===== src/column_white_run_energy_profile_assert.svh =====
`ifndef COLUMN_WHITE_RUN_ENERGY_PROFILE_ASSERT_SVH
`define COLUMN_WHITE_RUN_ENERGY_PROFILE_ASSERT_SVH

// same-cycle implication, sampled on clk, off during reset
`define CREP_ASSERT_IMP(lbl, ante, cons) \
    lbl: assert property (@(posedge clk) disable iff (!rst_n) (ante) |-> (cons)) \
        else $error("crep assertion failed");

// next-cycle implication, sampled on clk, off during reset
`define CREP_ASSERT_NXT(lbl, ante, cons) \
    lbl: assert property (@(posedge clk) disable iff (!rst_n) (ante) |=> (cons)) \
        else $error("crep assertion failed");

`endif


===== src/crep_pkg.sv =====
package crep_pkg;

    localparam int MAX_WIDTH  = 1024;
    localparam int MAX_HEIGHT = 1024;

    localparam int COL_W  = $clog2(MAX_WIDTH);
    localparam int COLP_W = COL_W + 1;
    localparam int ROW_W  = $clog2(MAX_HEIGHT);
    localparam int RUN_W  = ROW_W + 1;
    localparam int SUM_W  = 2 * RUN_W - 1;

    localparam int DIM_W     = 11;
    localparam int COLUMN_W  = 10;
    localparam int FRAC_W    = 16;
    localparam int Q_W       = FRAC_W + 1;
    localparam int CFG_IDX_W = 1;

    localparam logic [Q_W-1:0] Q_ONE = Q_W'(1) << FRAC_W;

    localparam logic [CFG_IDX_W-1:0] REG_IMAGE_WIDTH  = 1'b0;
    localparam logic [CFG_IDX_W-1:0] REG_IMAGE_HEIGHT = 1'b1;

    localparam logic CMD_PIXEL = 1'b0;
    localparam logic CMD_READ  = 1'b1;

    localparam logic [DIM_W-1:0] DIM_RESET = DIM_W'(1024);

    typedef struct packed {
        logic             en;
        logic [COL_W-1:0] addr;
        logic [SUM_W-1:0] data;
    } colmem_wr_t;

    typedef struct packed {
        logic [Q_W-1:0] value;
        logic           max_zero;
    } div_res_t;

endpackage


===== src/crep_div.sv =====
module crep_div
    import crep_pkg::*;
(
    input  logic             clk,
    input  logic             rst_n,
    input  logic             start,
    input  logic [SUM_W-1:0] dividend,
    input  logic [SUM_W-1:0] divisor,
    input  logic             take,
    output logic             done,
    output div_res_t         res
);

    localparam int CNT_W = $clog2(FRAC_W) + 1;

    logic              busy_reg, busy_next;
    logic              done_reg, done_next;
    logic [SUM_W-1:0]  rem_reg, rem_next;
    logic [SUM_W-1:0]  div_reg, div_next;
    logic [FRAC_W-1:0] quo_reg, quo_next;
    logic [CNT_W-1:0]  cnt_reg, cnt_next;
    logic              sat_reg, sat_next;
    logic              zero_reg, zero_next;

    logic [SUM_W:0] rem2;
    logic [SUM_W:0] diff;
    logic           ge;

    assign rem2 = {rem_reg, 1'b0};
    assign diff = rem2 - {1'b0, div_reg};
    assign ge   = (rem2 >= {1'b0, div_reg});

    always_comb
    begin
        busy_next = busy_reg;
        done_next = done_reg;
        rem_next  = rem_reg;
        div_next  = div_reg;
        quo_next  = quo_reg;
        cnt_next  = cnt_reg;
        sat_next  = sat_reg;
        zero_next = zero_reg;
        if (busy_reg)
        begin
            rem_next = ge ? diff[SUM_W-1:0] : rem2[SUM_W-1:0];
            quo_next = {quo_reg[FRAC_W-2:0], ge};
            cnt_next = cnt_reg - CNT_W'(1);
            if (cnt_reg == CNT_W'(1))
            begin
                busy_next = 1'b0;
                done_next = 1'b1;
            end
        end
        else if (done_reg)
        begin
            if (take)
            begin
                done_next = 1'b0;
            end
        end
        else if (start)
        begin
            quo_next  = '0;
            div_next  = divisor;
            rem_next  = dividend;
            cnt_next  = CNT_W'(FRAC_W);
            zero_next = (divisor == '0);
            sat_next  = (divisor != '0) && (dividend >= divisor);
            if (divisor == '0 || dividend >= divisor)
            begin
                done_next = 1'b1;
            end
            else
            begin
                busy_next = 1'b1;
            end
        end
    end

    always_ff @(posedge clk or negedge rst_n)
    begin
        if (!rst_n)
        begin
            busy_reg <= 1'b0;
            done_reg <= 1'b0;
        end
        else
        begin
            busy_reg <= busy_next;
            done_reg <= done_next;
        end
    end

    always_ff @(posedge clk)
    begin
        rem_reg  <= rem_next;
        div_reg  <= div_next;
        quo_reg  <= quo_next;
        cnt_reg  <= cnt_next;
        sat_reg  <= sat_next;
        zero_reg <= zero_next;
    end

    assign done         = done_reg;
    assign res.value    = sat_reg ? Q_ONE : {1'b0, quo_reg};
    assign res.max_zero = zero_reg;

endmodule


===== config.mk =====
export PLATFORM = sky130hd
export DESIGN_NAME = crep_div
export DESIGN_NICKNAME = d
export VERILOG_FILES = /design/src/column_white_run_energy_profile_assert.svh /design/src/crep_pkg.sv /design/src/crep_div.sv
export SDC_FILE = /design/constraint.sdc
export NUM_CORES = 1
export LEC_CHECK = 0
export ABC_AREA = 1
export ABC_CLOCK_PERIOD_IN_PS = 4100
export BUFFER_PORTS_ARGS = -buffer_cell sky130_fd_sc_hd__buf_4
export CAP_MARGIN = 40
export CORE_ASPECT_RATIO = 0.9
export CORE_MARGIN = 1
export CORE_UTILIZATION = 60
export DETAILED_ROUTE_END_ITERATION = 7
export GPL_TIMING_DRIVEN = 1
export PLACE_DENSITY = 0.82
export SYNTH_ARGS = -nofsm -noshare
export SYNTH_HDL_FRONTEND = slang
export SYNTH_SLANG_ARGS = --single-unit

===== constraint.sdc =====
create_clock -name clk -period 4.1 [get_ports clk]
set_input_delay 0.205 -clock clk [delete_from_list [all_inputs] [get_ports clk]]
set_output_delay 0.205 -clock clk [all_outputs]
set_load 0.03 [all_outputs]

# [Yosys cells after proc, flatten, opt, wreduce, memory -nomap -nowiden]
# Index checks and enable logic that the tools add are counted.
# W data, S select, Z words.
[totals] regBits=67 elab_cells=46 inputBits=46 output_inout_bits=19
[op_classes] n_lt_le_gt_ge=2 n_bitwise=2 n_addsub=2 reduce_logical=7 eq_ne=3 muxes=22
[op_table] operator="$mux W21" count=4
[op_table] operator="$mux W16" count=3
[op_table] operator="$ge A22 B21 Y1" count=1
[op_table] operator="$ge A21 B21 Y1" count=1
[op_table] operator="$logic_not A21 Y1" count=1
[op_table] operator="$reduce_bool A21 Y1" count=1
[op_table] operator="$sub A21 B21 Y21" count=1
[op_table] operator="$mux W17" count=1
[op_table] operator="$mux W5" count=3
[op_table] operator="$mux W1" count=11
[op_table] operator="$eq A5 B1 Y1 const B" count=1
[op_table] operator="$sub A5 B1 Y5 const B" count=1
[op_table] operator="$reduce_and A3 Y1" count=1
[op_table] operator="$ne A2 B1 Y1 const B" count=1
[op_table] operator="$ne A2 B2 Y1 const B" count=1
[op_table] operator="$not A1 Y1" count=2
[op_table] operator="$reduce_and A2 Y1" count=1
[op_table] operator="$reduce_bool A2 Y1" count=1
[op_table] operator="$logic_and A1 B1 Y1" count=1
[op_table] operator="$logic_or A1 B1 Y1" count=1

# [Longest topological paths before layout]
[logic_depth] depth_word=6 mapped_depth=16 depth_no_buf=15

# [Worst setup path before layout]
# No wires, ideal clock.
[synth_timing] path_type="register to register" startpoint="register busy_reg" endpoint="register cnt_reg[0] (enable)" t_arrival_ns=1.616 slack_ns=1.940 stages_incl_launch_ff=5 n_path_buf=2 period_less_slack_ns=2.160 required_ns=3.556 setup_time_ns=0.544 cell_sequence="dfrtp_1 > clkbuf_1 > inv_2 > clkbuf_1 > nand2_1"
[synth_via] elab_chain_len=2 word_cells_on_any_way=3 classes_between="eq/ne: 1; reduce/logical: 2"
[synth_rtl] element="start: declaration" line_no="crep_div.sv:16" rtl="logic busy_reg, busy_next;"
[synth_rtl] element="start signal: assignment" line_no="crep_div.sv:89" rtl="busy_reg <= busy_next;"
[synth_rtl] element="$ne A2 B2 Y1 (no line) / $reduce_bool A2 Y1 (equally long branches)"
[synth_rtl] element="$reduce_and A2 Y1 (no line) (*)"
[synth_rtl] element="end signal: assignment" line_no="crep_div.sv:99" rtl="cnt_reg <= cnt_next;"
[synth_rtl] element="end: declaration" line_no="crep_div.sv:21" rtl="logic [CNT_W-1:0] cnt_reg, cnt_next;"
# Every way passes the cells marked *; elsewhere a longest branch is shown, timed or not.
# A chain may end at the register's enable or synchronous reset.

# [Worst setup path in the final report]
[layout_timing] startpoint="register rem_reg[10]" endpoint="register rem_reg[19], data pin"
[layout_via] elab_chain_len=3 word_cells_on_any_way=4 classes_between="add/sub: 1; order compare: 1; mux: 2"
[layout_rtl] element="start: declaration" line_no="crep_div.sv:18" rtl="logic [SUM_W-1:0] rem_reg, rem_next;"
[layout_rtl] element="start signal: assignment" line_no="crep_div.sv:96" rtl="rem_reg <= rem_next;"
[layout_rtl] element="$sub A21 B21 Y21 / $ge A22 B21 Y1 (equally long branches)" line_no="crep_div.sv:30, crep_div.sv:31"
[layout_rtl] element="$mux W21 (*)" line_no="crep_div.sv:45" rtl="rem_next = ge ? diff[SUM_W-1:0] : rem2[SUM_W-1:0];"
[layout_rtl] element="$mux W21 (*)" line_no="crep_div.sv:43" rtl="if (busy_reg)"
[layout_rtl] element="named net rem_next[19]" line_no="crep_div.sv:18"
# The timed path passes the listed nets; every way through them passes the cells marked *.

==> metrics.csv <==
stage,metric,value,unit
status,result_of_the_run,finished clean,
die,num_io_pins,65,
setup_path,timing.critical_path.slowest_stage_cell,nand2_1,
synth,synthesized_area,5240,um^2
clocking,cts_htree_levels,3,
setup_path,timing.critical_path.arrival,3.16,ns
sta,achievable-frequency,328,MHz
clocking,cts_tree,built,
synth,synth-warning-count,0,
setup_path,ff2ff_setup_slack,1.05,ns
clocking,clock_tree.buffer_depth,2,
routing,post_drt_via_cell_ratio,5.20,
die,die_x,101,um
setup_path,critical_path.max_fanout,21,
placed_design,place_ws,1.06,ns
global_routing,grt_pass1_wl,22400,um
sta,fin_worst_hold_slack,0.0314,ns
synth,synth-main-ff-cell,edfxtp_1,
placed_design,gp_congestion,0.924,
setup_path,critPathCapture,rem_reg[19],
sta,worst_clock_skew,0.0170,ns
synth,async_reset_ff_share,2.99,%
power_and_ir_drop,post-layout-total-power,4.55,mW
finish,fin_cells,909,
synth,synth_edf_count,65,
synth,yosys.area.top_type,edfxtp_1,
finish,syn_to_final_growth,14.5,%
finish,nNetsFinal,880,
clocking,cts-buffers-inserted,9,
finish,drive_gt1_share,12.8,%
routing,routedWlPerCell,15.0,um
routing,route.vias.total,4725,
sta,worst_pin_slew,0.746,ns
die,coreArea,8260,um^2
global_routing,grt_usage,31.9,%
routing,final_antenna_net_count,0,
finish,finalInstanceArea,6010,um^2
routing,router_iterations_before_antenna_repair,5,
clocking,post_cts_resize_count,0,
global_routing,pin_count_of_the_biggest_net_entering_global_routing,42,
global_routing,antenna_found_initial,0,
setup_path,worstSetupEndpointType,register,
placed_design,placed_cells_incl_taps,892,
global_routing,first_global_vias,4641,
setup_path,crit_start,rem_reg[10],
sta,period_minus_slack,3.05,ns
setup_path,timing.critical_path.mode_cell,nand2_1,
die,floorplan.initialDensity,63.5,%
global_routing,grt_overflow,0,
sta,rsz0062_at_grt,no,
placed_design,numPortBuffers,64,
finish,fill_cells,671,
setup_path,r2r_end,rem_reg[19],
clocking,clockRootBuffer,clkbuf_8,
placed_design,dpl_cell_area,5790,um^2
power_and_ir_drop,power.ir.vdd_worst,469,uV
die,dieHeight,90.7,um
setup_path,reg_to_reg_start,rem_reg[10],
sta,finalWorstSetupSlack,1.05,ns
setup_path,cell_count_of_the_worst_reg_to_reg_path,13,
sta,final.period_utilization,74.3,%
synth,synth-seq-cells,67,
synth,seq_area_frac_synth,38.2,%
sta,hold_viol,0,
routing,first_iter_violations,406,
synth,synth_area_leaders,"edfxtp_1 (37%), nand2_1 (17%), inv_1 (11%)",
die,fp.dieArea,9120,um^2
sta,final-max-slew-violation-count,0,
die,standard_cell_rows,31,
sta,max-slew-margin-rel,50.2,%
finish,antenna_diode_count,0,
run,drv.max_cap_violation_count,0,
clocking,cts.reportedPaths.clkPinSlew,0.09,ns
setup_path,critPathLaunchType,register,
placed_design,dp_hpwl,10600,um
clocking,cts.sinks,67,
sta,tns,0,ns
power_and_ir_drop,power-per-cell-area,758,nW/um^2
synth,netlist-cell-type-count,30,
setup_path,critPathRequiredTime,4.21,ns
sta,setup_violations,0,
power_and_ir_drop,p_leak,3.27,nW
setup_path,worst_path_largest_cell_delay,0.57,ns
setup_path,critical_path.cell_chain,ha_1 > nand2_2 > inv_2 > nand2_2 > inv_1 > a21oi_1 > nand2_2 > nand2_2 > nand2_1 > nand2_1 > nand2_1 > nand2_1 > nand2_1,
synth,syn-num-nets,817,
finish,final_core_utilization,72.7,%
synth,syn-mean-instance-area,7.22,um^2
routing,routed_wirelength,13600,um
clocking,clkLatencyLatePin,0.36,ns
routing,drc_errors,0,
synth,postSynthCellCount,726,
synth,synth_top_area_share,37.2,%
setup_path,timing_worst_setup_path_type,register to register,
hold_path,hold_path.class,input pin to register,
==> synth_stat cells, types with 2 or more instances <==
cell        n
xnor2_1     8
nand3b_1   24
ha_1       44
o21bai_1    2
inv_2       3
buf_4       3
nand2_2     7
buf_2       3
a21o_1      2
nand2_1   243
clkbuf_1    7
inv_1     155
nor2_1     57
buf_6       4
dfrtp_1     2
edfxtp_1   65
nor2_2      4
nor3_1      6
nand3_1    46
a21oi_1    20
nand4_1    11
o21ai_0     2
==> cell type report <==
| type | instances | area [um^2] | share of cell area, % |
|---|---|---|---|
| clock buffer | 9 | 124 | 2.06 |
| clock inverter | 7 | 80.1 | 1.33 |
| inverter | 158 | 593 | 9.88 |
| multi-input combinational | 484 | 2540 | 42.3 |
| sequential | 67 | 2000 | 33.3 |
| tap | 115 | 144 | 2.40 |
| timing repair buffer | 69 | 520 | 8.67 |
==> power by group <==
group	switching, mW	total [mW]	internal [mW]
logic	1.74	2.65	0.911
registers	0.147	1.31	1.17
clock network	0.301	0.592	0.291
==> what timing repair did <==
item / in CTS / in global routing
hold buffers: 1 / 0
hold endpoints to repair: 2 / 0
setup buffers: 0 / 0
==> placed cells by master, fill, tap and decap left out, types with 9 or more instances in the layout <==
| master | n |
|---|---|
| nand2_1 | 243 |
| inv_1 | 155 |
| buf_4 | 68 |
| edfxtp_1 | 65 |
| nor2_1 | 56 |
| nand3_1 | 46 |
| ha_1 | 44 |
| nand3b_1 | 24 |
| a21oi_1 | 20 |
| nand4_1 | 11 |
| clkbuf_8 | 9 |
==> logic make-up (layout without fill, tap and decap cells) <==
| kind of cell | count (synthesis) | after routing | synth area share (%) |
|---|---|---|---|
| simple gates | 401 | 401 | 33.0 |
| fa+ha+maj | 45 | 45 | 10.9 |
| compound gates | 29 | 29 | 3.05 |
| xor+xnor | 9 | 9 | 1.50 |
| buf+inv | 175 | 243 | 13.4 |
| flops | 67 | 67 | 38.2 |
==> routing by layer <==
layer	vias to the layer above	track usage, %	wire length, um
li1	2388	-	-
met1	2177	45.9	6480
met2	140	50.7	6210
met3	20	4.10	671
met4	0	8.33	249
met5	-	0	0
==> worst min-delay path by stage <==
stage                           start           to  slack [ns]  depth (start not counted)
after floorplan                 rst_n     busy_reg       -0.09                          0
after global placement          rst_n         done       -0.01                          1
after detailed placement        rst_n         done      -0.006                          1
after CTS                  divisor[4]   div_reg[4]        0.02                          1
after global routing      divisor[11]  div_reg[11]        0.03                          1
final                      divisor[6]   div_reg[6]        0.03                          1
==> worst max-delay path: cells and delay by family, from the launching register on <==
family | cells | cell delay [ns]
AOI/OAI and AO/OA | 1 | 0.20
adders and majority gates | 1 | 0.39
buffers and inverters | 2 | 0.09
DFF | 1 | 0.39
and+or+nand+nor | 9 | 1.72
No activity file was read; power rests on OpenSTA's default activity.
