File: src/column_white_run_energy_profile_assert.svh
`ifndef COLUMN_WHITE_RUN_ENERGY_PROFILE_ASSERT_SVH
`define COLUMN_WHITE_RUN_ENERGY_PROFILE_ASSERT_SVH

// same-cycle implication, sampled on clk, off during reset
`define CREP_ASSERT_IMP(lbl, ante, cons) \
    lbl: assert property (@(posedge clk) disable iff (!rst_n) (ante) |-> (cons)) \
        else $error("crep assertion failed");

// next-cycle implication, sampled on clk, off during reset
`define CREP_ASSERT_NXT(lbl, ante, cons) \
    lbl: assert property (@(posedge clk) disable iff (!rst_n) (ante) |=> (cons)) \
        else $error("crep assertion failed");

`endif

File: src/crep_pkg.sv
package crep_pkg;

    localparam int MAX_WIDTH  = 1024;
    localparam int MAX_HEIGHT = 1024;

    localparam int COL_W  = $clog2(MAX_WIDTH);
    localparam int COLP_W = COL_W + 1;
    localparam int ROW_W  = $clog2(MAX_HEIGHT);
    localparam int RUN_W  = ROW_W + 1;
    localparam int SUM_W  = 2 * RUN_W - 1;

    localparam int DIM_W     = 11;
    localparam int COLUMN_W  = 10;
    localparam int FRAC_W    = 16;
    localparam int Q_W       = FRAC_W + 1;
    localparam int CFG_IDX_W = 1;

    localparam logic [Q_W-1:0] Q_ONE = Q_W'(1) << FRAC_W;

    localparam logic [CFG_IDX_W-1:0] REG_IMAGE_WIDTH  = 1'b0;
    localparam logic [CFG_IDX_W-1:0] REG_IMAGE_HEIGHT = 1'b1;

    localparam logic CMD_PIXEL = 1'b0;
    localparam logic CMD_READ  = 1'b1;

    localparam logic [DIM_W-1:0] DIM_RESET = DIM_W'(1024);

    typedef struct packed {
        logic             en;
        logic [COL_W-1:0] addr;
        logic [SUM_W-1:0] data;
    } colmem_wr_t;

    typedef struct packed {
        logic [Q_W-1:0] value;
        logic           max_zero;
    } div_res_t;

endpackage

File: src/crep_accum.sv
module crep_accum
    import crep_pkg::*;
(
    input  logic             clk,
    input  logic             rst_n,
    input  logic             pix_en,
    input  logic             pixel,
    input  logic [DIM_W-1:0] image_width,
    input  logic [DIM_W-1:0] image_height,
    output colmem_wr_t       wr,
    output logic [SUM_W-1:0] max_sum
);

    logic [ROW_W-1:0] row_reg, row_next;
    logic [COL_W-1:0] col_reg, col_next;
    logic [RUN_W-1:0] run_reg, run_next;
    logic             prev_reg, prev_next;
    logic [SUM_W-1:0] sum_reg, sum_next;
    logic [SUM_W-1:0] max_reg, max_next;

    logic [RUN_W-1:0]   h_eff;
    logic [COLP_W-1:0]  w_eff;
    logic               first_row;
    logic               eff_prev;
    logic               extend;
    logic [RUN_W-1:0]   run_inc;
    logic [RUN_W-1:0]   sq_op;
    logic [2*RUN_W-1:0] sq_full;
    logic [RUN_W-1:0]   row_inc;
    logic [COLP_W-1:0]  col_inc;
    logic               col_end;
    logic               wrap;
    logic [SUM_W-1:0]   sum_new;
    logic [SUM_W-1:0]   max_base;
    logic [SUM_W-1:0]   max_new;

    always_comb
    begin
        priority if (image_height == '0)
            h_eff = RUN_W'(1);
        else if (32'(image_height) > MAX_HEIGHT)
            h_eff = RUN_W'(MAX_HEIGHT);
        else
            h_eff = RUN_W'(image_height);

        priority if (image_width == '0)
            w_eff = COLP_W'(1);
        else if (32'(image_width) > MAX_WIDTH)
            w_eff = COLP_W'(MAX_WIDTH);
        else
            w_eff = COLP_W'(image_width);
    end

    assign first_row = (row_reg == '0);
    assign eff_prev  = first_row ? pixel : prev_reg;
    assign extend    = !pixel && !eff_prev;
    assign run_inc   = run_reg + RUN_W'(1);
    assign sq_op     = extend ? run_inc : run_reg;
    assign sq_full   = sq_op * sq_op;
    assign row_inc   = {1'b0, row_reg} + RUN_W'(1);
    assign col_inc   = {1'b0, col_reg} + COLP_W'(1);
    assign col_end   = (row_inc >= h_eff);
    assign wrap      = (col_inc >= w_eff);
    assign sum_new   = sum_reg + ((!extend || col_end) ? sq_full[SUM_W-1:0] : '0);
    assign max_base  = (first_row && col_reg == '0) ? '0 : max_reg;
    assign max_new   = (sum_new > max_base) ? sum_new : max_base;

    always_comb
    begin
        row_next  = row_reg;
        col_next  = col_reg;
        run_next  = run_reg;
        prev_next = prev_reg;
        sum_next  = sum_reg;
        max_next  = max_reg;
        if (pix_en)
        begin
            if (col_end)
            begin
                row_next  = '0;
                col_next  = wrap ? '0 : col_inc[COL_W-1:0];
                run_next  = '0;
                prev_next = 1'b0;
                sum_next  = '0;
                max_next  = max_new;
            end
            else
            begin
                row_next  = row_inc[ROW_W-1:0];
                run_next  = extend ? run_inc : '0;
                prev_next = pixel;
                sum_next  = sum_new;
                max_next  = max_base;
            end
        end
    end

    always_ff @(posedge clk or negedge rst_n)
    begin
        if (!rst_n)
        begin
            row_reg  <= '0;
            col_reg  <= '0;
            run_reg  <= '0;
            prev_reg <= 1'b0;
            sum_reg  <= '0;
            max_reg  <= '0;
        end
        else
        begin
            row_reg  <= row_next;
            col_reg  <= col_next;
            run_reg  <= run_next;
            prev_reg <= prev_next;
            sum_reg  <= sum_next;
            max_reg  <= max_next;
        end
    end

    assign wr.en   = pix_en && col_end;
    assign wr.addr = col_reg;
    assign wr.data = sum_new;
    assign max_sum = max_reg;

endmodule

File: config.mk
export PLATFORM = sky130hd
export DESIGN_NAME = crep_accum
export DESIGN_NICKNAME = d
export VERILOG_FILES = /design/src/column_white_run_energy_profile_assert.svh /design/src/crep_pkg.sv /design/src/crep_accum.sv
export SDC_FILE = /design/constraint.sdc
export NUM_CORES = 1
export LEC_CHECK = 0
export BUFFER_PORTS_ARGS = -buffer_cell sky130_fd_sc_hd__buf_2
export CORE_UTILIZATION = 42
export CTS_BUF_LIST = sky130_fd_sc_hd__clkbuf_4
export DETAILED_ROUTE_END_ITERATION = 7
export MAX_ROUTING_LAYER = met4
export PLACE_DENSITY = 0.59
export SYNTH_ARGS = -nofsm -noshare
export SYNTH_HDL_FRONTEND = slang
export SYNTH_SLANG_ARGS = --single-unit
File: constraint.sdc
create_clock -name clk -period 14.3 [get_ports clk]
set_input_delay 0.715 -clock clk [delete_from_list [all_inputs] [get_ports clk]]
set_output_delay 0.715 -clock clk [all_outputs]
set_load 0.05 [all_outputs]
### After elaboration in Yosys (flattened, before gate mapping)

Index checks and enable logic that the tools add are counted.

| operators by class | value |
|---|---|
| add/subtract/negate cells | 4 |
| multiply operators | 1 |
| magnitude comparators | 5 |
| reductions and logical operators | 12 |
| mux-type cells | 16 |

Operators by type and width:

| kind | number |
|---|---|
| 21-bit two-way mux | 5 |
| 11-bit two-way mux | 7 |
| 10-bit by 1-bit adder with 11-bit output (second input constant) | 2 |
| 11-bit greater-or-equal comparator | 2 |
| 11-bit greater-than comparator (second input constant) | 2 |
| 11-bit logical NOT | 2 |
| 21-bit adder | 1 |
| 21-bit greater-than comparator | 1 |
| 11-bit by 11-bit multiplier with 21-bit output | 1 |
| 10-bit logical NOT | 2 |
| 10-bit two-way mux | 2 |
| 11-bit by 1-bit adder with 11-bit output (second input constant) | 1 |
| 1-bit logical AND | 3 |
| 1-bit logical NOT | 3 |
| 1-bit two-way mux | 2 |
| 2-bit AND reduction | 1 |
| 1-bit logical OR | 1 |

| word-level totals | value |
|---|---|
| input bits | 26 |
| word-level logic and storage cells | 44 |
| register bits | 74 |

### Longest topological paths before layout

| logic depth | value |
|---|---|
| depth in word-level cells | 11 |
| gate-level depth with buffers | 46 |

### Worst setup path before layout

OpenSTA, ideal clock, no wires.

| timing | value |
|---|---|
| path kind | input to register |
| start | input pixel |
| end | register max_reg[18], in the netlist max_sum[18] |
| arrival time | 9.787 ns |
| data required time | 14.161 ns |
| path slack | 4.375 ns |
| cell stages on the path | 40 |
| cells stage by stage | or4_1 o32a_1 buf_6 clkinv_8 nand2_1 xor2_1 clkbuf_1 nor2_1 fa_1 inv_1 fa_1 inv_1 fa_1 fa_1 inv_1 fa_1 inv_1 ha_1 (+4 left out) a21oi_1 xnor2_1 nor2_1 ha_1 a31o_1 a21oi_1 o21ai_1 a2111oi_0 nor3_1 xnor3_1 ha_1 a21o_1 nor2_1 nand4_1 o21ai_0 a211oi_1 buf_4 mux2i_1 |

RTL lines:

| what | RTL line | RTL |
|---|---|---|
| start, declared | crep_accum.sv:7 | `input logic pixel,` |
| end signal, assigned | crep_accum.sv:116 | `max_reg <= max_next;` |
| end, declared | crep_accum.sv:19 | `logic [SUM_W-1:0] max_reg, max_next;` |

### Worst setup path after layout

| timing | value |
|---|---|
| start | register row_reg[7] |
| end | register max_reg[12], in the netlist max_sum[12] |

| on the way | value |
|---|---|
| word-level cells in the longest chain between the ends | 11 |
| elaborated cells on any way between the ends | 17 |
| classes of those cells | add/sub: 2; mul: 1; order compare: 2; mux: 6; reduce/logical: 6 |

Ends and longest elaborated chain:

| what | RTL line | RTL |
|---|---|---|
| start, declared | crep_accum.sv:14 | `logic [ROW_W-1:0] row_reg, row_next;` |
| start signal, assigned | crep_accum.sv:111 | `row_reg <= row_next;` |
| 10-bit logical NOT | crep_accum.sv:54 | `assign first_row = (row_reg == '0);` |
| 1-bit two-way mux | crep_accum.sv:55 | `assign eff_prev = first_row ? pixel : prev_reg;` |
| 1-bit logical NOT | crep_accum.sv:56 | `assign extend = !pixel && !eff_prev;` |
| 1-bit logical AND | crep_accum.sv:56 |  |
| 11-bit two-way mux or 1-bit logical NOT (tied branches) | crep_accum.sv:58, crep_accum.sv:64 |  |
| 11-bit by 11-bit multiplier with 21-bit output or 1-bit logical OR (tied branches) | crep_accum.sv:59, crep_accum.sv:64 |  |
| 21-bit two-way mux | crep_accum.sv:64 | `assign sum_new = sum_reg + ((!extend \|\| col_end) ? sq_full[SUM_W-1:0] : '0);` |
| 21-bit adder | crep_accum.sv:64 |  |
| 21-bit greater-than comparator | crep_accum.sv:66 | `assign max_new = (sum_new > max_base) ? sum_new : max_base;` |
| 21-bit two-way mux | crep_accum.sv:66 |  |
| 21-bit two-way mux (*) | crep_accum.sv:78 | `if (col_end)` |

Every way passes the cells marked *; elsewhere a longest branch is shown, timed or not.
A chain may end at the register's enable or synchronous reset.

==> summary.txt <==
Global routing
  • First-pass GRT wire length: 37000 um
  • Vias in the first global route: 7719
  • Largest net degree at the start of global routing: 75
  • Initial antenna violation count: 0
  • Gr usage total: 21.4%
  • Grt total ovfl: 0

Routing
  • DR vias: 7442
  • Number of remaining DRC errors: 0
  • Final wirelength: 20800 um
  • Routed vias/inst: 5.20
  • Metal2 WL: 9570 um
  • Routed wl met3: 768 um
  • Detail Route Antenna Nets: 0
  • Iter 0 DRT Violations: 376
  • DR WL/cell: 14.5 um
  • First-pass DRT Iterations: 5
  • Metal-1 WL: 10200 um
  • Top sig layer: met4

Worst setup path
  • Critical path peak fanout: 20
  • Worst Setup End Kind: flip-flop
  • CP arrival: 11.01 ns
  • Startpoint class of the critical path: flip-flop
  • WP data required: 14.62 ns
  • Worst path slowest cell: xor2_1
  • Critical Path Most Common Cell: fa_1
  • Crit Path Class: flip-flop to flip-flop
  • Max incr delay on CP: 0.76 ns

Finish
  • Layout Nets: 1360
  • Most common cell after layout, fill and taps aside: inv_1
  • Commonest non-fill, non-tap cells in the layout: inv_1 (163), nand2_1 (143), ha_1 (116)
  • Share of layout cells above drive strength 1: 10.1%
  • Area grow syn2layout: 8.67%
  • Antenna cells: 0

Floorplanning
  • Initial Utilization: 42.9%
  • Core area: 21100 um^2
  • Ports: 79
  • Chip Width: 149 um
  • Cell row count: 53
  • Die area: 22100 um^2
  • Die H: 149 um

Flow run
  • Max_cap viols: 0

Timing
  • Final Cycle Share: 74.7%
  • Pins Over Slew Limit: 0
  • Final hold vios: 0
  • FMAX: 93.6 MHz
  • RSZ-0062 raised after global routing: no
  • Fin Hold WS: 0.389 ns
  • Relative slew slack: 32.7%
  • Final Skew: 0.0199 ns
  • Min cycle time layout: 10.69 ns
  • Slew @ Worst Pin: 1.01 ns
  • Setup violations, final: 0
  • Fin Setup TNS: 0 ns

Pwr
  • Int Power: 0.000578 W
  • Leak: 5.06 nW
  • Psw: 0.000685 W
  • Sequential Power Share: 26.6%
  • Combinational group share of total power: 62.6%
  • Worst-case vdd ir drop: 0.221 mV
  • Switch share: 54.2%
  • Power per cell area: 128 nW/um^2
  • Clock power frac: 10.7%

Synthesis
  • Fraction of registers with async set/reset: 100%
  • Synthesis Warnings: 0
  • Post-synthesis sequential area ratio: 20.5%
  • Synth Instances: 1090
  • Synth Area per Inst: 8.30 um^2
  • Syn Nets: 1297
  • Post-Syn Area: 9040 um^2
  • Synthesis-stage register bit count: 74
  • Post-synth EDFFs: 0
  • Ys flop type: dfrtp_1
  • Library cells used by synthesis: 61

Placement
  • Port Buffers: 78
  • Dpl hpwl: 16600 um
  • Routability cong.: 0.892

CTS
  • # resized after CTS: 0
  • Post CTS Setup Buffer Count: 0
  • Maximum clock insertion buffer count: 2
  • CTS tree: built
  • Num CTS Buffers: 9
  • CTS Sinks: 74
  • Clock H-tree levels: 3
  • Root Driver: clkbuf_4
  • Cts hold-fix bufs: 0
  • Worst-Skew Late Latency: 0.46 ns
  • Clk slew on worst S/H paths: 0.13 ns

Run status
  • Status: finished, final reports clean

Min path
  • HP Class: input port to async pin
==> cell families (layout without fill, tap and decap cells) <==
logic type / Yosys count / in the layout / synth area share, %
AOI/OAI and AO/OA: 196 / 196 / 13.9
xor gates and xnor gates: 62 / 62 / 6.16
adders and majority gates: 181 / 181 / 30.4
buffers and inverters: 199 / 266 / 8.66
DFF: 74 / 74 / 20.5
muxes: 24 / 24 / 2.67
and+or+nand+nor: 354 / 354 / 17.7
==> power by group through the flow <==
| stage | clock, W | sequential (W) | combinational [W] |
|---|---|---|---|
| after global placement | 0 | 0.000340 | 0.000786 |
| after global routing | 0.000149 | 0.000348 | 0.000874 |
| after floorplan | 0 | 0.000420 | 0.000514 |
| final | 0.000136 | 0.000336 | 0.000791 |
| after CTS | 0.000141 | 0.000336 | 0.000797 |
| after detailed placement | 0 | 0.000340 | 0.000794 |
==> critical path: cells and delay by family (launching register included) <==
kind,cells,cell delay [ns]
flops,1,0.48
fa+ha+maj,8,3.70
compound gates,13,3.20
mux,1,0.15
simple gates,7,1.24
buf+inv,6,0.61
xor+xnor,3,1.15
==> metrics by stage <==
step | utilization, % | cell area [um^2] | setup slack [ns] | cells | total power, W
6_report | 46.6 | 9830 | 3.61 | 1432 | 0.00126
5_1_grt | 46.6 | 9830 | 2.87 | 1432 | 0.00137
4_1_cts | 46.6 | 9830 | 3.61 | 1432 | 0.00127
3_5_place_dp | 46.0 | 9700 | 3.36 | 1417 | 0.00113
3_3_place_gp | 46.0 | 9700 | 3.67 | 1417 | 0.00113
2_1_floorplan | - | 9040 | 4.37 | 1090 | 0.000934
==> synthesized netlist by cell type (all sizes together), types with 5 or more instances <==
cell type | count | area (um^2)
o21a | 5 | 37.5
xnor2 | 37 | 324
or2 | 6 | 37.5
mux2i | 23 | 230
and3 | 16 | 100
nor4 | 7 | 43.8
nor2 | 87 | 329
a21oi | 37 | 185
nand4 | 7 | 43.8
inv | 163 | 612
o31ai | 9 | 72.6
nor3 | 14 | 70.1
o22ai | 31 | 194
dfrtp | 74 | 1850
a21o | 22 | 165
nand3 | 32 | 160
a31o | 5 | 43.8
o21ai | 45 | 225
nand2 | 144 | 543
nand2b | 16 | 100
buf | 6 | 46.3
clkbuf | 26 | 97.6
and2 | 7 | 43.8
nor2b | 6 | 37.5
ha | 116 | 1450
xor2 | 24 | 210
a31oi | 8 | 50.1
a211oi | 11 | 82.6
fa | 65 | 1300
==> final timing paths <==
check,end,slack (ns),from,cells after the start
min in group clk,prev_reg,0.52,pixel,3
hold reg to reg,sum_reg[7],0.54,sum_reg[7],2
max in group asynchronous,run_reg[6],13.24,rst_n,1
hold / removal,max_sum[11],0.39,rst_n,1
setup reg to reg,max_sum[12],3.61,row_reg[7],38
setup / recovery,max_sum[12],3.61,row_reg[7],38
==> metal layers <==
metal | GRT usage [%] | vias to the layer above
met4 | 4.85 | 0
met5 | - | -
met3 | 2.78 | 27
met1 | 28.6 | 3504
li1 | - | 3763
met2 | 34.4 | 148
==> final cells by class <==
cell class / instances / area, um^2
Clock buffer: 10 / 75.1
Clock inverter: 5 / 55.1
Fill cell: 2164 / 11300
Timing Repair Buffer: 84 / 438
Tap cell: 275 / 344
Inverter: 167 / 639
Sequential cell: 74 / 1850
Multi-Input combinational cell: 817 / 6430
Note: power is estimated with default switching activity, not from simulation.
